==> config.mk <==
export PLATFORM = sky130hd
export DESIGN_NAME = l2l_fifo
export DESIGN_NICKNAME = d
export VERILOG_FILES = /design/src/line_to_line_distance_3d_top_macros.svh /design/src/l2l_pkg.sv /design/src/l2l_fifo.sv
export SDC_FILE = /design/constraint.sdc
export NUM_CORES = 1
export LEC_CHECK = 0
export ABC_AREA = 1
export BUFFER_PORTS_ARGS = -buffer_cell sky130_fd_sc_hd__buf_2
export CAP_MARGIN = 30
export CORE_ASPECT_RATIO = 0.8
export CORE_MARGIN = 4
export CORE_UTILIZATION = 60
export CTS_CLUSTER_SIZE = 8
export DETAILED_ROUTE_END_ITERATION = 8
export PLACE_DENSITY = 0.86
export RECOVER_POWER = 100
export SETUP_SLACK_MARGIN = 0.15
export SKIP_LAST_GASP = 1
export SLEW_MARGIN = 15
export SYNTH_ARGS = -nofsm -noshare
export SYNTH_HDL_FRONTEND = slang
export SYNTH_SLANG_ARGS = --single-unit
==> constraint.sdc <==
create_clock -name i_clk -period 5.3 [get_ports i_clk]
set_clock_uncertainty 0.05 [all_clocks]
set_input_delay 0.795 -clock i_clk [delete_from_list [all_inputs] [get_ports i_clk]]
set_output_delay 0.795 -clock i_clk [all_outputs]
set_load 0.01 [all_outputs]
==> src/line_to_line_distance_3d_top_macros.svh <==
// Assertion macros for the line-to-line distance block.
`ifndef LINE_TO_LINE_DISTANCE_3D_TOP_MACROS_SVH
`define LINE_TO_LINE_DISTANCE_3D_TOP_MACROS_SVH
`ifndef SYNTHESIS
`define L2L_ASSERT_IMP(lbl, clk, rstn, ante, cons) \
    lbl: assert property (@(posedge clk) disable iff (!rstn) (ante) |-> (cons)) \
        else $error("l2l check failed");
`define L2L_ASSERT_NXT(lbl, clk, rstn, ante, cons) \
    lbl: assert property (@(posedge clk) disable iff (!rstn) (ante) |=> (cons)) \
        else $error("l2l check failed");
`else
`define L2L_ASSERT_IMP(lbl, clk, rstn, ante, cons)
`define L2L_ASSERT_NXT(lbl, clk, rstn, ante, cons)
`endif
`endif

==> src/l2l_pkg.sv <==
// Shared constants, types and width helpers for the line-to-line distance block.
`default_nettype none
package l2l_pkg;
    localparam int COORD_WIDTH_DEF = 16;
    localparam int NUM_FIELDS      = 12;
    localparam int DIST_W          = 17;
    localparam int FRAC_W          = 8;
    localparam int THR_W           = 32;
    localparam logic [THR_W-1:0] THR_RESET = 32'd4295;
    localparam int QUEUE_DEPTH     = 16;
    localparam int CRED_W          = $clog2(QUEUE_DEPTH + 1);
    localparam int OUT_TDW         = ((DIST_W + 7) / 8) * 8;

    typedef struct packed {
        logic empty;
        logic full;
    } t_qstat;

    function automatic int f_nw(input int cw);
        return 6 * (cw + 1) + 8;
    endfunction

    function automatic int f_denw(input int cw);
        return 4 * cw + 8;
    endfunction

    function automatic int f_ew(input int cw);
        return f_nw(cw) + f_denw(cw) + 1;
    endfunction
endpackage
`default_nettype wire

==> src/l2l_fifo.sv <==
// Request queue between front and back pipelines.
`default_nettype none
module l2l_fifo #(
    parameter int W     = 8,
    parameter int DEPTH = l2l_pkg::QUEUE_DEPTH
) (
    input  logic            i_clk,
    input  logic            i_rst_n,
    input  logic            i_push,
    input  logic [W-1:0]    i_data,
    input  logic            i_pop,
    output logic [W-1:0]    o_data,
    output l2l_pkg::t_qstat o_stat
);
    import l2l_pkg::*;

    localparam int AW = $clog2(DEPTH);

    logic [W-1:0]  r_mem[DEPTH];
    logic [AW-1:0] r_wp, r_rp;
    logic [AW:0]   r_cnt;

    assign o_data       = r_mem[r_rp];
    assign o_stat.empty = (r_cnt == '0);
    assign o_stat.full  = (r_cnt == (AW+1)'(DEPTH));

    always_ff @(posedge i_clk) begin
        if (!i_rst_n) begin
            r_wp  <= '0;
            r_rp  <= '0;
            r_cnt <= '0;
        end else begin
            if (i_push) r_wp <= r_wp + AW'(1);
            if (i_pop)  r_rp <= r_rp + AW'(1);
            r_cnt <= r_cnt + (AW+1)'(i_push) - (AW+1)'(i_pop);
        end
    end

    always_ff @(posedge i_clk) begin
        if (i_push) r_mem[r_wp] <= i_data;
    end
endmodule
`default_nettype wire

==> run summary <==
Critical path class - reg -> out
Global route total overflow - 0
Ports - 22
Setup crit end kind - output port
Post-DRT Antenna Nets - 0
CTS tree - done
Crit-path most repeated cell - nand3_1
Slew Limit Fails - 0
Post-layout util - 0.682
Worst EP required - 4.45 ns
Post-CTS Setup Bufs - 0
Clk buf depth - 2
Largest net degree at the start of global routing - 65
Vias after detailed routing - 4511
Data arrival time of the critical path - 2.36 ns
H-tree depth - 4
First-pass DRT Iterations - 8
CTS sink cnt - 145
Power Density - 380 nW/µm²
1st-iter DRT viols - 688
Routability cong. - 0.960
Die Y - 100 µm
Mapped Area - 6380 µm²
Post-CTS Resized - 0
DRC viols - 0
Die X-Extent - 123 µm
Clock transition at path regs - 0.06 ns
Leak - 3.01 nW
Antenna violations before repair - 0
Total power - 2.68 mW
Critical-path top delay cell - dfxtp_1
RSZ-0062 raised after global routing - false
# hold bufs at CTS - 0
Clk root buf - clkbuf_16
DP Area - 6520 µm²
Max Cap Viol - 0
Via/cell ratio - 5.60
Most common cell after layout, fill and taps aside - nand2_1
CP max FO - 17
Full die area - 12400 µm²
Mapped Nets - 659
Vias in the first global route - 4427
YS warnings - 0
Register bit total from synthesis - 145
Row count - 33
Fin cells - 805
CP peak stage delay - 0.84 ns
Ant. Diodes - 0
Mapped Avg Cell Area - 10.0 µm²
Fin. Hold Viols - 0
Area Growth Syn to Fin - 10.4%
Dpl hpwl - 8770 µm
Min Tclk post-route - 3.21 ns
Slew headroom - 0.317
Post-Route WL - 14300 µm
Least-Margin Pin Slew - 1.02 ns
TNS Setup - 0 ns
Commonest non-fill, non-tap cells in the layout - nand2_1 (186), edfxtp_1 (128), inv_1 (119), nand3_1 (97), nor2_1 (30)
Cells after Synth - 635
Routed len/inst - 17.8 µm
F_max - 312 MHz
Share of layout cells above drive strength 1 - 0.0511
First-pass GRT wire length - 22400 µm
Nets@finish - 677
Total CTS buffers - 17
Final-report setup violation count - 0
Sequential share of the synthesized area - 0.656
Starting Density - 0.618
Worst path cell trace - inv_1 > nand3_1 > nand3_1 > nand2_1 > clkbuf_1
Finished Cell Area - 7040 µm²
Core Region - 10300 µm²
Peak VDD IR - 0.253 mV
Placed cell count - 774
Period utilisation layout - 0.605
Status - complete, no violations
HP Class - reg -> reg
Port Buffers - 21
Synth unique cells - 19
Startpoint types - register
Total GRT Usage - 0.246
Worst skew pair latency - 0.42 ns
cell families (layout without fill, tap and decap cells):
group | count (synthesis) | after routing | synth area share
AOI/OAI and AO/OA | 14 | 14 | 0.0114
xor gates and xnor gates | 3 | 3 | 0.00412
adders and majority gates | 12 | 12 | 0.0247
buffers and inverters | 146 | 176 | 0.0990
DFF | 145 | 145 | 0.656
and+or+nand+nor | 315 | 315 | 0.205
final timing paths:
kind                        startpoint                    end  slack, ns  cells past startpoint
setup / recovery              register              o_data[2]       2.09                      5
hold / removal    r_rp[0]$_SDFFE_PN0P_               register       0.48                      1
setup reg to reg  r_wp[0]$_SDFFE_PN0P_  r_mem[7][4]$_DFFE_PP_       3.34                      3
hold reg to reg   r_rp[0]$_SDFFE_PN0P_               register       0.48                      1
cell usage after synthesis:
| library cell | count | area [µm²] |
|---|---|---|
| a21oi_1 | 10 | 50.1 |
| buf_1 | 1 | 3.75 |
| buf_2 | 13 | 65.1 |
| buf_4 | 2 | 15.0 |
| buf_6 | 8 | 90.1 |
| clkbuf_1 | 1 | 3.75 |
| dfxtp_1 | 17 | 340 |
| edfxtp_1 | 128 | 3840 |
| fa_1 | 1 | 20.0 |
| ha_1 | 11 | 138 |
| inv_1 | 119 | 447 |
| inv_2 | 2 | 7.51 |
| nand2_1 | 186 | 698 |
| nand3_1 | 97 | 485 |
| nand4_1 | 2 | 12.5 |
| nor2_1 | 30 | 113 |
| o21a_1 | 1 | 7.51 |
| o21ai_0 | 3 | 15.0 |
| xor2_1 | 3 | 26.3 |
area by class of cell:
class                      instances  area [µm²]
clock buffer                      17         425
clock inverter                    14         124
fill                             738        3280
inverter                         121         454
multi-input combinational        344        1570
sequential                       145        4190
tap                              140         175
timing repair buffer              24         115
power breakdown:
part / leakage [nW] / total (mW) / internal (mW) / switching, mW
sequential: 1.30 / 1.29 / 1.27 / 0.0176
clock: 0.268 / 1.11 / 0.677 / 0.437
combinational: 1.45 / 0.275 / 0.0872 / 0.187
state kept, by name (all words and copies together), names as in the netlist, named ones only:
name / flops
r_mem: 128
r_wp: 4
r_cnt: 5
r_rp: 4
metrics by stage:
stage               hold slack, ns  setup slack [ns]
finish                       0.476              2.09
floorplan                    0.400              3.13
global route                 0.502              1.95
global placement             0.427              2.66
CTS                          0.466              2.15
detailed placement           0.451              2.70
per-layer routing:
layer	up-vias	track usage	wire, µm
met2	296	0.381	6650
met3	50	0.0755	1510
li1	2061	-	-
met5	-	0	0
met4	0	0.128	617
met1	2104	0.312	5560
critical path: cells and delay by family, from the launching register on:
family                 cells  cell delay, ns
flip-flops                 1            0.84
buffers and inverters      2            0.68
AND/OR/NAND/NOR            3            0.42
Power figures use the tool's default switching activity.
